`src/rtl/core/itp_pkg.sv`:
```
// package for the infix to postfix converter: types, codes and character helpers
`default_nettype none

package itp_pkg;

    localparam int STACK_DEPTH_DEF = 32;

    typedef logic [2:0] t_op_code;

    localparam t_op_code OP_OPEN = 3'd0;
    localparam t_op_code OP_ADD  = 3'd1;
    localparam t_op_code OP_SUB  = 3'd2;
    localparam t_op_code OP_MUL  = 3'd3;
    localparam t_op_code OP_DIV  = 3'd4;

    localparam logic [7:0] CH_OPEN  = 8'h28;
    localparam logic [7:0] CH_CLOSE = 8'h29;
    localparam logic [7:0] CH_MUL   = 8'h2A;
    localparam logic [7:0] CH_ADD   = 8'h2B;
    localparam logic [7:0] CH_SUB   = 8'h2D;
    localparam logic [7:0] CH_DIV   = 8'h2F;

    typedef enum logic [2:0] {
        K_LETTER,
        K_OPEN,
        K_CLOSE,
        K_OPER,
        K_OTHER
    } t_kind;

    typedef enum logic [1:0] {
        S_IDLE,
        S_WORK,
        S_DONE,
        S_FLUSH
    } t_state;

    function automatic t_kind classify(input logic [7:0] ch);
        t_kind k;
        case (ch) inside
            [8'h41:8'h5A], [8'h61:8'h7A]:    k = K_LETTER;
            CH_OPEN:                         k = K_OPEN;
            CH_CLOSE:                        k = K_CLOSE;
            CH_ADD, CH_SUB, CH_MUL, CH_DIV:  k = K_OPER;
            default:                         k = K_OTHER;
        endcase
        return k;
    endfunction

    function automatic t_op_code op_code(input logic [7:0] ch);
        t_op_code c;
        unique case (ch)
            CH_ADD:  c = OP_ADD;
            CH_SUB:  c = OP_SUB;
            CH_MUL:  c = OP_MUL;
            CH_DIV:  c = OP_DIV;
            default: c = OP_OPEN;
        endcase
        return c;
    endfunction

    function automatic logic [7:0] code_char(input t_op_code c);
        logic [7:0] ch;
        unique case (c)
            OP_OPEN: ch = CH_OPEN;
            OP_ADD:  ch = CH_ADD;
            OP_SUB:  ch = CH_SUB;
            OP_MUL:  ch = CH_MUL;
            OP_DIV:  ch = CH_DIV;
            default: ch = 8'h00;
        endcase
        return ch;
    endfunction

    // 1 for high precedence (mul, div)
    function automatic logic prec_hi(input t_op_code c);
        return (c >= OP_MUL);
    endfunction

endpackage

`default_nettype wire

```
`src/rtl/core/infix_to_postfix_converter_unit.sv`:
```
// infix to postfix converter: shunting-yard with the operator stack in a synchronous memory
//
//  port group  | dir | fields (low bit up)                        | tlast         | tuser
//  s_axis_*    | in  | tdata: symbol[7:0]                         | end_of_input  | -
//  m_axis_*    | out | tdata: out_symbol[7:0], overflow, zeros    | end_of_output | has_symbol
//
//  a word steps through S_IDLE, S_WORK and S_DONE, popping stacked operators in S_WORK; a final
//  word then enters S_FLUSH, which pops every remaining stack entry and sends the end marker
//  a pop only lowers the stack count; the new top comes from the registered memory read
//  i_rst_n clears control state; the stack memory holds no reset value
//  a stalled output holds the sequencer until its word is taken
`default_nettype none

module infix_to_postfix_converter_unit #(
    parameter int STACK_DEPTH = itp_pkg::STACK_DEPTH_DEF
) (
    input  wire logic        i_clk,
    input  wire logic        i_rst_n,
    input  wire logic        s_axis_tvalid,
    output logic             s_axis_tready,
    input  wire logic [7:0]  s_axis_tdata,   // symbol
    input  wire logic        s_axis_tlast,
    output logic             m_axis_tvalid,
    input  wire logic        m_axis_tready,
    output logic [15:0]      m_axis_tdata,   // out_symbol, overflow, zero fill
    output logic             m_axis_tuser,   // has_symbol
    output logic             m_axis_tlast
);

    import itp_pkg::*;

    localparam int CW = $clog2(STACK_DEPTH + 1);
    localparam int AW = (STACK_DEPTH > 2) ? $clog2(STACK_DEPTH) : 1;

    t_state          r_state, n_state;
    logic [7:0]      r_sym, n_sym;
    logic            r_last, n_last;
    logic [CW-1:0]   r_count, n_count;
    logic            r_ovf, n_ovf;
    logic            r_pend_v, n_pend_v;
    logic [7:0]      r_pend_sym, n_pend_sym;
    logic            r_out_v, n_out_v;
    logic [7:0]      r_out_sym, n_out_sym;
    logic            r_out_has, n_out_has;
    logic            r_out_end, n_out_end;
    logic            r_out_ovf, n_out_ovf;

    t_op_code        mem [STACK_DEPTH];
    t_op_code        r_rd_data;
    logic            r_byp;
    t_op_code        r_byp_data;

    logic            wr_en;
    logic [AW-1:0]   wr_addr;
    t_op_code        wr_data;
    logic [AW-1:0]   rd_addr;
    t_op_code        top;
    logic            o_free;
    logic            can_emit;
    logic            emit_req;
    logic [7:0]      emit_ch;
    logic            stack_full;
    logic            have_top;
    t_kind           kind;
    t_op_code        cur_op;

    assign top        = r_byp ? r_byp_data : r_rd_data;
    assign o_free     = !r_out_v || m_axis_tready;
    assign can_emit   = !r_pend_v || o_free;
    assign stack_full = (r_count == CW'(STACK_DEPTH));
    assign have_top   = (r_count != '0);
    assign kind       = classify(r_sym);
    assign cur_op     = op_code(r_sym);

    // read address always tracks the next top of stack
    assign rd_addr = (n_count == '0) ? '0 : AW'(n_count - CW'(1));

    always_ff @(posedge i_clk) begin
        if (wr_en) begin
            mem[wr_addr] <= wr_data;
        end
        r_rd_data  <= mem[rd_addr];
        r_byp_data <= wr_data;
    end

    always_ff @(posedge i_clk) begin
        if (!i_rst_n) begin
            r_state  <= S_IDLE;
            r_count  <= '0;
            r_ovf    <= 1'b0;
            r_pend_v <= 1'b0;
            r_out_v  <= 1'b0;
            r_byp    <= 1'b0;
        end else begin
            r_state  <= n_state;
            r_count  <= n_count;
            r_ovf    <= n_ovf;
            r_pend_v <= n_pend_v;
            r_out_v  <= n_out_v;
            r_byp    <= wr_en && (wr_addr == rd_addr);
        end
        r_sym      <= n_sym;
        r_last     <= n_last;
        r_pend_sym <= n_pend_sym;
        r_out_sym  <= n_out_sym;
        r_out_has  <= n_out_has;
        r_out_end  <= n_out_end;
        r_out_ovf  <= n_out_ovf;
    end

    always_comb begin
        n_state    = r_state;
        n_sym      = r_sym;
        n_last     = r_last;
        n_count    = r_count;
        n_ovf      = r_ovf;
        n_pend_v   = r_pend_v;
        n_pend_sym = r_pend_sym;
        n_out_v    = r_out_v && !m_axis_tready;
        n_out_sym  = r_out_sym;
        n_out_has  = r_out_has;
        n_out_end  = r_out_end;
        n_out_ovf  = r_out_ovf;
        wr_en      = 1'b0;
        wr_addr    = r_count[AW-1:0];
        wr_data    = OP_OPEN;
        emit_req   = 1'b0;
        emit_ch    = code_char(top);
        s_axis_tready = 1'b0;

        unique case (r_state)
            S_IDLE: begin
                s_axis_tready = 1'b1;
                if (s_axis_tvalid) begin
                    n_sym   = s_axis_tdata;
                    n_last  = s_axis_tlast;
                    n_state = S_WORK;
                end
            end
            S_WORK: begin
                unique case (kind)
                    K_LETTER: begin
                        emit_req = 1'b1;
                        emit_ch  = r_sym;
                        if (can_emit) begin
                            n_state = S_DONE;
                        end
                    end
                    K_OPEN, K_OPER: begin
                        if (kind == K_OPER && have_top && top != OP_OPEN &&
                            (prec_hi(top) || !prec_hi(cur_op))) begin
                            emit_req = 1'b1;
                            if (can_emit) begin
                                n_count = r_count - CW'(1);
                            end
                        end else begin
                            if (stack_full) begin
                                n_ovf = 1'b1;
                            end else begin
                                wr_en   = 1'b1;
                                wr_data = (kind == K_OPER) ? cur_op : OP_OPEN;
                                n_count = r_count + CW'(1);
                            end
                            n_state = S_DONE;
                        end
                    end
                    K_CLOSE: begin
                        if (have_top && top != OP_OPEN) begin
                            emit_req = 1'b1;
                            if (can_emit) begin
                                n_count = r_count - CW'(1);
                            end
                        end else begin
                            if (have_top) begin
                                n_count = r_count - CW'(1);
                            end
                            n_state = S_DONE;
                        end
                    end
                    default: begin
                        n_state = S_DONE;
                    end
                endcase
            end
            S_DONE: begin
                if (r_last) begin
                    n_state = S_FLUSH;
                end else if (!r_pend_v) begin
                    n_state = S_IDLE;
                end else if (o_free) begin
                    n_out_v   = 1'b1;
                    n_out_sym = r_pend_sym;
                    n_out_has = 1'b1;
                    n_out_end = 1'b0;
                    n_out_ovf = r_ovf;
                    n_pend_v  = 1'b0;
                    n_state   = S_IDLE;
                end
            end
            S_FLUSH: begin
                if (have_top) begin
                    if (top != OP_OPEN) begin
                        emit_req = 1'b1;
                        if (can_emit) begin
                            n_count = r_count - CW'(1);
                        end
                    end else begin
                        n_count = r_count - CW'(1);
                    end
                end else if (o_free) begin
                    // last word carries the end mark, bare marker if nothing came out
                    n_out_v   = 1'b1;
                    n_out_sym = r_pend_v ? r_pend_sym : 8'h00;
                    n_out_has = r_pend_v;
                    n_out_end = 1'b1;
                    n_out_ovf = r_ovf;
                    n_pend_v  = 1'b0;
                    n_count   = '0;
                    n_ovf     = 1'b0;
                    n_state   = S_IDLE;
                end
            end
            default: begin
                n_state = S_IDLE;
            end
        endcase

        // one word held back so the end mark can land on the last one
        if (emit_req && can_emit) begin
            if (r_pend_v) begin
                n_out_v   = 1'b1;
                n_out_sym = r_pend_sym;
                n_out_has = 1'b1;
                n_out_end = 1'b0;
                n_out_ovf = r_ovf;
            end
            n_pend_v   = 1'b1;
            n_pend_sym = emit_ch;
        end
    end

    assign m_axis_tvalid = r_out_v;
    assign m_axis_tdata  = {7'b0, r_out_ovf, r_out_sym};
    assign m_axis_tuser  = r_out_has;
    assign m_axis_tlast  = r_out_end;

    a_count_range: assert property (@(posedge i_clk) disable iff (!i_rst_n)
        r_count <= CW'(STACK_DEPTH))
        else $error("stack count beyond depth");

    a_idle_no_pend: assert property (@(posedge i_clk) disable iff (!i_rst_n)
        (r_state == S_IDLE) |-> !r_pend_v)
        else $error("held word left over at idle");

    a_bare_is_end: assert property (@(posedge i_clk) disable iff (!i_rst_n)
        (m_axis_tvalid && !m_axis_tuser) |-> (m_axis_tlast && m_axis_tdata[7:0] == 8'h00))
        else $error("bare word without end mark");

    a_end_clears: assert property (@(posedge i_clk) disable iff (!i_rst_n)
        (r_state == S_FLUSH && !have_top && o_free) |=> (r_count == '0 && !r_ovf))
        else $error("stack not cleared after end");

endmodule

`default_nettype wire
```
`config.mk`:
```
export PLATFORM = sky130hd
export DESIGN_NAME = infix_to_postfix_converter_unit
export DESIGN_NICKNAME = d
export VERILOG_FILES = /design/src/rtl/core/itp_pkg.sv /design/src/rtl/core/infix_to_postfix_converter_unit.sv
export SDC_FILE = /design/constraint.sdc
export NUM_CORES = 1
export LEC_CHECK = 0
export ABC_AREA = 1
export BUFFER_PORTS_ARGS = -buffer_cell sky130_fd_sc_hd__buf_2
export CAP_MARGIN = 20
export CORE_UTILIZATION = 30
export CTS_BUF_LIST = sky130_fd_sc_hd__clkbuf_16
export DETAILED_ROUTE_END_ITERATION = 12
export REMOVE_ABC_BUFFERS = 1
export SLEW_MARGIN = 25
export SYNTH_ARGS = -nofsm -noshare
export SYNTH_HDL_FRONTEND = slang
export SYNTH_SLANG_ARGS = --single-unit
```
`constraint.sdc`:
```
create_clock -name i_clk -period 6.9 [get_ports i_clk]
set_input_delay 0.345 -clock i_clk [delete_from_list [all_inputs] [get_ports i_clk]]
set_output_delay 0.345 -clock i_clk [all_outputs]
set_load 0.02 [all_outputs]
```
After elaboration in Yosys (flattened, before gate mapping)
Memory sizes are Yosys's and may differ from the RTL's. A register that Yosys moved wholly into a read port is not among the register bits. Cells that the tools add are included.

Register bits: 43. Memory bits (writable): 96. Memories: 1.

Add/subtract/negate cells: 3. Magnitude comparators: 6. Equal/unequal tests: 30. Muxes and demuxes: 98. Reduce and logical (&&, ||, !) cells: 31.

Memory list: mem (words 32, bits a word 3, rd ports 1, clocked after Yosys merged registers in 1, write ports 1, line infix_to_postfix_converter_unit.sv:48) `t_op_code mem [STACK_DEPTH];`.

Operators with widths (count): $mux W8 (10); $eq A8 B6 Y1 const B (6); $mux W6 (8); $mux W1 (46); $mux W3 (10); $pmux W6 S5 (1); $pmux W6 S2 (2); $ne A3 B3 Y1 const B (6); $ge A8 B7 Y1 const B (2); $le A8 B7 Y1 const B (2); $mux W2 (8); $pmux W8 S2 (1); $pmux W1 S2 (7); $eq A3 B2 Y1 const B (4); $pmux W3 S4 (1); $ne A2 B2 Y1 const B (5); $logic_and A1 B1 Y1 (9); $pmux W2 S4 (1); $add A6 B1 Y6 const B (1); $eq A3 B1 Y1 const B (2); $eq A6 B6 Y1 const B (1); $ge A3 B2 Y1 const B (2); $logic_not A3 Y1 (2); $logic_not A6 Y1 (1); 22 further kinds (30).

Longest topological paths before layout
Depth after elaboration: 17. Gate-level depth with buffers: 26. Depth with buffers taken out: 24.

Least setup slack after synthesis
OpenSTA, ideal clock, no wires.

Path type: register to register. From: register r_count[0]. To: memory mem[0][0] (netlist name) (data pin). Library setup time: 451 ps. Arrival time: 2949 ps. Required time: 6449 ps. Setup slack: 3500 ps. Cell stages (with the launch flop): 14. Buffers on the path: 1. Path through: dfxtp_1 buf_2 clkinv_1 ha_1 inv_1 nor2_2 nand3_2 nand2_2 inv_2 nand3_4 nand2_1 nor2_1 inv_1 nor3_1.

Word-level cells in the longest chain between the ends: 7.

RTL lines: start: declaration (line infix_to_postfix_converter_unit.sv:38) `logic [CW-1:0] r_count, n_count;`; start signal: assignment (line infix_to_postfix_converter_unit.sv:96) `r_count <= n_count;`; $reduce_bool A6 Y1 (line infix_to_postfix_converter_unit.sv:71) `assign have_top = (r_count != '0);`; $logic_and A1 B1 Y1 (3 in series) (line infix_to_postfix_converter_unit.sv:150) `if (kind == K_OPER && have_top && top != OP_OPEN &&`; $mux W3 (*) (line infix_to_postfix_converter_unit.sv:150); $mux W3 (*) (line infix_to_postfix_converter_unit.sv:141) `unique case (kind)`; $mux W3 (*) (line infix_to_postfix_converter_unit.sv:131) `unique case (r_state)`; net wr_data[0] (line infix_to_postfix_converter_unit.sv:55) `t_op_code wr_data;`; end: declaration (line infix_to_postfix_converter_unit.sv:48).

The timed path passes the listed nets; every way through them passes the cells marked *.

Worst setup path in the final report
From: register r_count[0]. To: register r_rd_data[2] (read register of mem).

Word-level cells in the longest chain between the ends: 9.

RTL lines: parallel branches: the longest is 6 deep, another holds $sub A6 B1 Y6; $pmux W6 S2 (*) (line infix_to_postfix_converter_unit.sv:131); $sub A5 B1 Y5 / $logic_not A6 Y1 (equally long branches) (line infix_to_postfix_converter_unit.sv:76) `assign rd_addr = (n_count == '0) ? '0 : AW'(n_count - CW'(1));`; $mux W5 (*) (line infix_to_postfix_converter_unit.sv:76); end: declaration (line infix_to_postfix_converter_unit.sv:49) `t_op_code r_rd_data;`.

Every way passes the cells marked *. A chain may end at the register's enable or synchronous reset.

==> impl_results.md <==
* Status: finished clean
* Fin crit period at roughly 4.8 ns
* Peak supply drop at 164.2 uV
* Arrival @ worst endpoint at ~5.1 ns
* Crit-path max cell delay at a little over 0.8 ns
* Final setup violation count at 0
* Worst Skew at 0.02024 ns
* Top fanout value on the critical path at 51
* # nets final at just over 900
* Setup TNS at 0 ns
* Endpoints failing hold at 0
* Ys Warns at 0
* Die width at ~160 microns
* Sequential area share after synthesis at 0.5269
* Met1 WL at 8.652 mm
* Antenna violations before repair at 0
* CP required at 7.22 ns
* Area Overhead vs Synth at 13.09%
* Worst min-delay path startpoint: s_axis_tdata[0]
* Cell Rows at 57
* RSZ-0062 raised after global routing: no
* R2R Path Start: r_count[0]
* Metal2 WL at 8.726 mm
* FFs w/ async S/R, synth at 0
* Io pins at 33
* Reg clk slew, reported paths at 0.06 ns
* Cell Area, Synth at about 7500 sq um
* Gate power share at 0.299
* Maximum clock rate at 0.2097 GHz
* Startpoint types: flop
* Total CTS buffers at 17
* R2R depth at 22
* Share of cells above drive strength 1 at 0.09580
* Sw frac at 0.3525
* Die Span Y at 160.6 microns
* HP Class: input pin to flop
* Synth Flop Type: edfxtp_1
* Hold Path Sink: r_sym[0]
* Vias per cell at 4.846
* Final period util at 0.6910
* CTS tree: done
* Max-slew headroom at 0.3563
* Library cells used by synthesis at 46
* Crit Path Category: flop to flop
* R2r setup slk at 2.13 ns
* Antenna Cells at 0
* Leak pwr at 3.598 nW
* Resized Gates After CTS at 0
* Slowest cell on crit path: nand2_2
* Initial Util at 0.3083
* Most frequent CP cell: nand2_1
* Slew @ Worst Pin at 0.9633 ns
* Cell-internal power at 1.839 mW
* CP Buf/Inv Count at 2
* Metal3 WL at roughly 1.0 mm
* Core ar. at 24,460 sq um
* Placed cell area at about 8000 sq um
* Worst skew pair latency at 0.44 ns
* Worst R2R End: r_rd_data[2]
* Cts hold-fix bufs at 0
* WHS Path Cells at 1
* Htree depth at 4
* Slew Limit Fails at 0
* Die area at 25,780 sq um
* Largest net degree at the start of global routing at 59
* Setup crit start: r_count[0]
* DR iter-0 viols at 394
* TritonCTS sink count at 142
* First-pass iteration count of the detailed router at 6
* Reg power frac at 0.359
* Final WL at 18.71 mm
* Switching power at 1.001 mW
* Critical path endpoint category: flop
* Top sig layer: met4
* Port-buffer cells at 25
* Critical-path cell list: clkinv_1 > ha_1 > inv_1 > nor2_2 > nand3_2 > nand2_2 > a21oi_1 > nand3_1 > nand2_1 > nand2_1 > nand2_1 > nand2_1 > a21oi_1 > nand3_4 > nand2_2 > nand2_1 > nand3_1 > nand3_1 > nand3_1 > nand2_1 > nand2_1 > nand2_1
* Post-DRT Antenna Nets at 0
* Setup Fix Bufs, Post-CTS at 0
* Post-synth EDFFs at 113
* Post-route DRC at 0
* Fillcell total at roughly 2,500
* GRT Resource Usage Total at 0.1485
* Routability Congestion at 0.9202
* WL/cell at 14.93 microns
* Vias at 6,072
* Post-route cell area at ~8500 sq um
* MaxCap Viol Count at 0
* Top cell family by delay on the critical path: simple AND/OR/NAND/NOR gates
* Vias in the first global route at 5,525
* Clock network power share at 0.341
* DP HPWL at 12.48 mm
* Mapped Avg Cell Area at 8.390 sq um
* Synth Register Bits at roughly 140
* Cell Pwr Density at approximately 330 nW/um^2
* GRT Residual Overflow at 0
* Root Driver: clkbuf_16
* Max clock buf depth at 2
* Mapped Cells at 899
* First-pass GRT wire length at 29.46 mm
==> placed cells by master (no fill, tap or decap), types with 6 or more instances in the layout <==
| cell type | netlist | final |
|---|---|---|
| nand2_2 | 6 | 6 |
| nand2_1 | 190 | 190 |
| o22ai_1 | 15 | 15 |
| inv_1 | 138 | 141 |
| nand3b_1 | 19 | 19 |
| clkbuf_16 | 0 | 17 |
| buf_2 | 14 | 25 |
| dfxtp_1 | 29 | 29 |
| o21ai_0 | 32 | 32 |
| xor2_1 | 6 | 6 |
| a21oi_1 | 21 | 20 |
| conb_1 | 1 | 8 |
| nand3_1 | 137 | 137 |
| nor2_1 | 100 | 99 |
| edfxtp_1 | 113 | 113 |
| inv_2 | 6 | 6 |
==> cell type report <==
type / instances / area [sq um] / share of cell area
sequential: 142 / 3974 / 0.4659
inverter: 149 / 560.5 / 0.06572
multi-input combinational: 578 / 2819 / 0.3305
timing repair buffer: 28 / 147.6 / 0.01731
clock buffer: 17 / 425.4 / 0.04988
tap: 324 / 405.4 / 0.04753
clock inverter: 15 / 197.7 / 0.02318
==> flip-flops by register name, indices dropped and copies added (netlist names) <==
register and cells:
m_axis_tlast 1, m_axis_tuser 1, m_axis_tvalid 1, mem 96
r_byp 1, r_byp_data 3, r_count 6, r_last 1
r_out_ovf 1, r_out_sym 8, r_ovf 1, r_pend_sym 8
r_pend_v 1, r_rd_data 3, r_state 2, r_sym 8
==> metrics by stage <==
| step | hold slack [ns] | instances | utilization | power, mW | setup WS [ns] |
|---|---|---|---|---|---|
| 4_1_cts | 0.07531 | 1253 | 0.3487 | 2.845 | 2.235 |
| 2_1_floorplan | 0.4193 | 869 | - | 1.632 | 3.338 |
| 3_5_place_dp | 0.4729 | 1221 | 0.3232 | 1.874 | 2.259 |
| 5_1_grt | 0.07305 | 1253 | 0.3487 | 2.986 | 1.717 |
| 3_3_place_gp | 0.4646 | 1221 | 0.3232 | 1.875 | 2.364 |
| 6_report | 0.09130 | 1253 | 0.3487 | 2.840 | 2.132 |
==> worst max path at each step <==
stage | to | cells after the start
after floorplan | r_rd_data[2] | 22
after global placement | r_rd_data[1] | 22
after detailed placement | r_rd_data[1] | 22
after CTS | r_rd_data[2] | 22
after global routing | r_rd_data[0] | 22
final | r_rd_data[2] | 22
==> cell families after synthesis <==
| group | synth area share |
|---|---|
| xor+xnor | 0.01029 |
| compound gates | 0.06769 |
| flops | 0.5269 |
| buf+inv | 0.1050 |
| other cells | 0.0004972 |
| simple gates | 0.2830 |
| fa+ha+maj | 0.006636 |
==> metal layers <==
metal  track usage  vias up
met1        0.1974     2864
met4       0.05325        0
met3       0.02893       27
met5             0        -
met2        0.2397      205
li1              -     2976
==> cell usage after synthesis, drive strengths merged, types with 4 or more instances <==
master / n / share of area
a21oi: 22 / 0.015
buf: 30 / 0.027
clkbuf: 7 / 0.0035
clkinv: 5 / 0.0027
dfxtp: 29 / 0.077
edfxtp: 113 / 0.45
ha: 4 / 0.0066
inv: 144 / 0.072
nand2: 197 / 0.10
nand3: 142 / 0.10
nand3b: 19 / 0.019
nor2: 104 / 0.056
o21ai: 37 / 0.027
o22ai: 15 / 0.012
xor2: 6 / 0.0070
==> power groups by stage <==
stage                     clock network [mW]  registers, mW  logic [mW]
after floorplan                            0           1.06       0.570
after global placement                     0           1.04       0.835
after detailed placement                   0           1.04       0.833
after CTS                              0.984           1.02       0.839
after global routing                    1.02           1.03       0.941
final                                  0.970           1.02       0.850
(Power assumes the default switching activity.)
